File: src/design/i2lp_pkg.sv
// Package for the interleaved 2bpp line plotter.
// Holds command codes, sequencer states and fixed store constants; no dependencies.
package i2lp_pkg;

  localparam int unsigned StoreDepth = 16384;
  localparam int unsigned ClearBytes = 8000;

  typedef enum logic [1:0] {
    FUNC_PLOT  = 2'd0,
    FUNC_LINE  = 2'd1,
    FUNC_CLEAR = 2'd2,
    FUNC_READ  = 2'd3
  } func_e;

  typedef enum logic [3:0] {
    ST_IDLE,
    ST_WIPE,
    ST_LSETUP,
    ST_DIV,
    ST_PIXEL,
    ST_RD,
    ST_WR,
    ST_CLEAR,
    ST_RBACK,
    ST_RBACK2,
    ST_OUT
  } state_e;

  typedef struct packed {
    logic        start;
    logic [33:0] num;
    logic [16:0] den;
  } div_req_t;

  typedef struct packed {
    logic        busy;
    logic        done;
    logic [33:0] quot;
  } div_rsp_t;

endpackage

File: src/design/i2lp_div.sv
// Restoring unsigned divider, one quotient bit per cycle.
// Depends on i2lp_pkg for the request and response structs.
module i2lp_div (
  input  logic                clk_i,
  input  logic                rst_ni,
  input  i2lp_pkg::div_req_t  req_i,
  output i2lp_pkg::div_rsp_t  rsp_o
);
  import i2lp_pkg::*;

  localparam int unsigned NumW = 34;

  logic [NumW-1:0] quot_q, quot_d;
  logic [16:0]     rem_q, rem_d;
  logic [16:0]     den_q, den_d;
  logic [5:0]      cnt_q, cnt_d;
  logic            busy_q, busy_d;
  logic            done_q, done_d;
  logic [17:0]     trial;

  always_comb begin
    quot_d = quot_q;
    rem_d  = rem_q;
    den_d  = den_q;
    cnt_d  = cnt_q;
    busy_d = busy_q;
    done_d = 1'b0;
    trial  = {rem_q, quot_q[NumW-1]} - {1'b0, den_q};
    if (req_i.start) begin
      quot_d = req_i.num;
      rem_d  = '0;
      den_d  = req_i.den;
      cnt_d  = 6'(NumW);
      busy_d = 1'b1;
    end else if (busy_q) begin
      if (!trial[17]) begin
        rem_d = trial[16:0];
      end else begin
        rem_d = {rem_q[15:0], quot_q[NumW-1]};
      end
      quot_d = {quot_q[NumW-2:0], ~trial[17]};
      cnt_d  = cnt_q - 6'd1;
      if (cnt_q == 6'd1) begin
        busy_d = 1'b0;
        done_d = 1'b1;
      end
    end
  end

  always_ff @(posedge clk_i or negedge rst_ni) begin
    if (!rst_ni) begin
      busy_q <= 1'b0;
      done_q <= 1'b0;
      cnt_q  <= '0;
    end else begin
      busy_q <= busy_d;
      done_q <= done_d;
      cnt_q  <= cnt_d;
    end
  end

  always_ff @(posedge clk_i) begin
    quot_q <= quot_d;
    rem_q  <= rem_d;
    den_q  <= den_d;
  end

  assign rsp_o.busy = busy_q;
  assign rsp_o.done = done_q;
  assign rsp_o.quot = quot_q;
endmodule

File: config.mk
export PLATFORM = sky130hd
export DESIGN_NAME = i2lp_div
export DESIGN_NICKNAME = d
export VERILOG_FILES = /design/src/design/i2lp_pkg.sv /design/src/design/i2lp_div.sv
export SDC_FILE = /design/constraint.sdc
export NUM_CORES = 1
export LEC_CHECK = 0
export ABC_AREA = 1
export BUFFER_PORTS_ARGS = -buffer_cell sky130_fd_sc_hd__clkbuf_2
export CORE_UTILIZATION = 55
export DETAILED_ROUTE_END_ITERATION = 6
export GPL_TIMING_DRIVEN = 1
export PLACE_DENSITY = 0.81
export SYNTH_ARGS = -nofsm -noshare
export SYNTH_HDL_FRONTEND = slang
export SYNTH_SLANG_ARGS = --single-unit
File: constraint.sdc
create_clock -name clk_i -period 2.9 [get_ports clk_i]
set_clock_uncertainty 0.05 [all_clocks]
set_input_delay 0.58 -clock clk_i [delete_from_list [all_inputs] [get_ports clk_i]]
set_output_delay 0.58 -clock clk_i [all_outputs]
set_load 0.005 [all_outputs]
==> out/qor.yml <==
outcome:
  outcome: "completed"
worst_setup_path:
  critPathCaptureType: "flip-flop"
  crit_fanout: 3
  path_class: "reg -> reg"
  reg2reg_slack_ps: 360
  startpoint: "quot_q[33]$_DFFE_PP_"
  rr_endpoint: "rem_q[14]$_SDFFE_PP0P_"
  r2r-start: "quot_q[33]$_DFFE_PP_"
  required_ps: 3110
  reg2regPathDepth: 13
  critPathArrivalTime_ps: 2750
  crit_end: "rem_q[14]$_SDFFE_PP0P_"
  startpoint_type: "flip-flop"
power:
  p_per_area_nw_per_um2: 813
  power.leakage_uw: 0.00286
  netSwitchingFraction: 0.432
  combPwrFrac: 0.470
  ir_drop_mv: 0.429
  p_total_uw: 4220
  p_seq_frac: 0.353
  clock_power_share: 0.177
  switchingPower_uw: 1820
  power.internal_uw: 2400
synthesis:
  async_flop_share: 0.105
  synth-adder-area-share: 0.0577
  synth_commonest_cells: "224 x nand2_1, 77 x inv_1, 51 x edfxtp_1, 40 x nand3_1, 19 x ha_1"
  synth_top_cell_by_area: "edfxtp_1"
  synth_top_family_by_area: "simple AND/OR/NAND/NOR gates"
  synthMuxAreaShare: 0
  synthTopCellsByArea: "edfxtp_1 34%, nand2_1 19%, dfxtp_1 7.6%"
  netlist_area_um2: 4470
  synth-xor-area-share: 0.0157
  yosys.area.top_type_share: 0.343
  synth-compound-area-share: 0.0308
  synth_cell_types: 35
  synth-seq-cells: 76
  ys.flop_type: "edfxtp_1"
  yosys.cell_count.top_type: "nand2_1"
  yosysWarnings: 0
  synth_cells: 555
  yosys.area_share.simple: 0.343
  ys_seq_area_frac: 0.464
  avgSynthCellArea_um2: 8.05
  synth_nets: 629
  synth_edf_count: 51
grt:
  grt_overflow_total: 0
  grt_usage: 0.258
  grt_max_degree: 36
  antenna_found_initial: 0
  grt_pass1_vias: 3693
  grt_pass1_wl_um: 17000
die:
  std_cell_rows: 32
  die_height_um: 92.1
  fp.dieW_um: 92.1
  core_area_um2: 7810
  die-area_um2: 8480
  start_util: 0.572
  ioPinCount: 90
placed_design:
  gp_congestion: 0.974
  place_area_um2: 5000
  hpwl_um: 7630
  dp_cells: 737
  io_buffers: 89
clocking:
  post_cts_buffers: 0
  cts_resized: 0
  clk_pin_slew_ps: 80
  holdBufCountCts: 1
  clock_latency_ps: 360
  root_buffer: "clkbuf_8"
  numCtsBuffers: 9
  htreeDepth: 3
  clock_tree.buffer_depth: 2
  cts_sinks: 76
  tritoncts: "done"
timing:
  final_max_slew_viol_count: 0
  hold_viol_final: 0
  max_slew_margin: 0.707
  setup_viol: 0
  timing.final.crit_share: 0.877
  grt_setup_unrepaired: "false"
  clock.fmax_mhz: 393
  max_slew.worst_pin.slew_ps: 436
  tns_ps: 0
  min_period_ps: 2540
finish:
  final_nets: 721
  synthToLayoutAreaGrowth_pct: 16.1
  register_area_um2: 2070
  multiInputGateArea_um2: 2000
  drive_gt1_frac: 0.230
  diodes: 0
  stdcell_area_um2: 5190
  fin_cells: 754
  n_fill_cell: 684
route:
  firstDrtPassIters: 5
  drt.antenna.violating_nets: 0
  dr_total_vias: 3836
  drc: 0
  wl_per_cell_um: 13.5
  drt_iter0_drc: 209
  via_per_inst: 5.09
  routed_wl_um: 10100
worst_hold_path:
  hold_class: "in -> reg"
  hold_depth: 1
job:
  drv_cap: 0
[critical path: stages (launching register included)]
cell and delay, ps:
edfxtp_1 370, inv_1 80, ha_1 250, fa_1 430, o21ai_1 210, nand2_1 120, o21bai_1 380, nand2_1 130
nand2_1 90, nand2_1 50, nand2_1 110, nand2_4 60, nand3_2 70, nand2_1 50
[stage by stage]
step | setup WS (ps) | hold slack [ps] | util
after floorplan | 828 | 234 | -
after global placement | 435 | 385 | 0.640
after detailed placement | 387 | 390 | 0.640
after CTS | 369 | 331 | 0.664
after global routing | 199 | 328 | 0.664
final | 356 | 342 | 0.664
[worst min-delay path by stage]
| stage | start | end | slack, ps |
|---|---|---|---|
| 6_report | req_i[1] | den_q[1]$_DFFE_PP_ | 340 |
| 5_1_grt | req_i[2] | den_q[2]$_DFFE_PP_ | 330 |
| 4_1_cts | req_i[9] | den_q[9]$_DFFE_PP_ | 330 |
| 3_5_place_dp | rst_ni | cnt_q[0]$_DFFE_PN0P_ | 390 |
| 3_3_place_gp | rst_ni | cnt_q[2]$_DFFE_PN0P_ | 390 |
| 2_1_floorplan | rst_ni | busy_q$_DFF_PN0_ | 230 |
[cells by family after synthesis]
| group | count (synthesis) |
|---|---|
| compound gates | 26 |
| fa+ha+maj | 20 |
| buf+inv | 98 |
| flops | 76 |
| simple gates | 327 |
| xor+xnor | 8 |
[registers in the layout, indices dropped and copies added (netlist names)]
register	cells
den_q	17
cnt_q	6
done_q	1
busy_q	1
quot_q	34
rem_q	17
[per-layer routing]
metal / global-route usage / wire length (um) / up-vias
met5: 0 / 0 / -
met4: 0.0885 / 188 / 0
met3: 0.0680 / 859 / 14
met2: 0.417 / 4720 / 148
met1: 0.335 / 4380 / 1739
li1: - / - / 1935
[layout by cell type (no fill, tap or decap), drive strengths merged]
cell,netlist,routed
inv,83,84
dlygate4sd3,0,1
dfxtp,17,17
or2,1,1
nor3,6,6
a21oi,14,14
o21bai,2,2
xnor2,5,5
edfxtp,51,51
dfrtp,8,8
nor4,1,1
clkinv,0,4
clkbuf,9,99
fa,1,1
clkinvlp,0,1
xor2,3,3
nand3,52,52
a22oi,1,1
and2,2,2
nand4,2,2
o21ai,9,9
nand3b,3,3
nand2,242,242
nor2,17,17
ha,19,19
buf,6,6
and3,1,1
[layout make-up]
| cell class | instances | share of cell area |
|---|---|---|
| Sequential cell | 76 | 0.400 |
| Clock inverter | 6 | 0.00748 |
| Multi-Input combinational cell | 381 | 0.385 |
| Clock buffer | 10 | 0.0265 |
| Tap cell | 102 | 0.0246 |
| Inverter | 83 | 0.0601 |
| Timing Repair Buffer | 96 | 0.0965 |
[power groups by stage]
stage	combinational, uW	sequential, uW	clock (uW)
after CTS	1980	1490	757
after detailed placement	1970	1510	0
after global routing	2230	1510	804
after floorplan	1580	1480	0
final	1980	1490	748
after global placement	1920	1500	0
No activity file was read; power rests on OpenSTA's default activity.
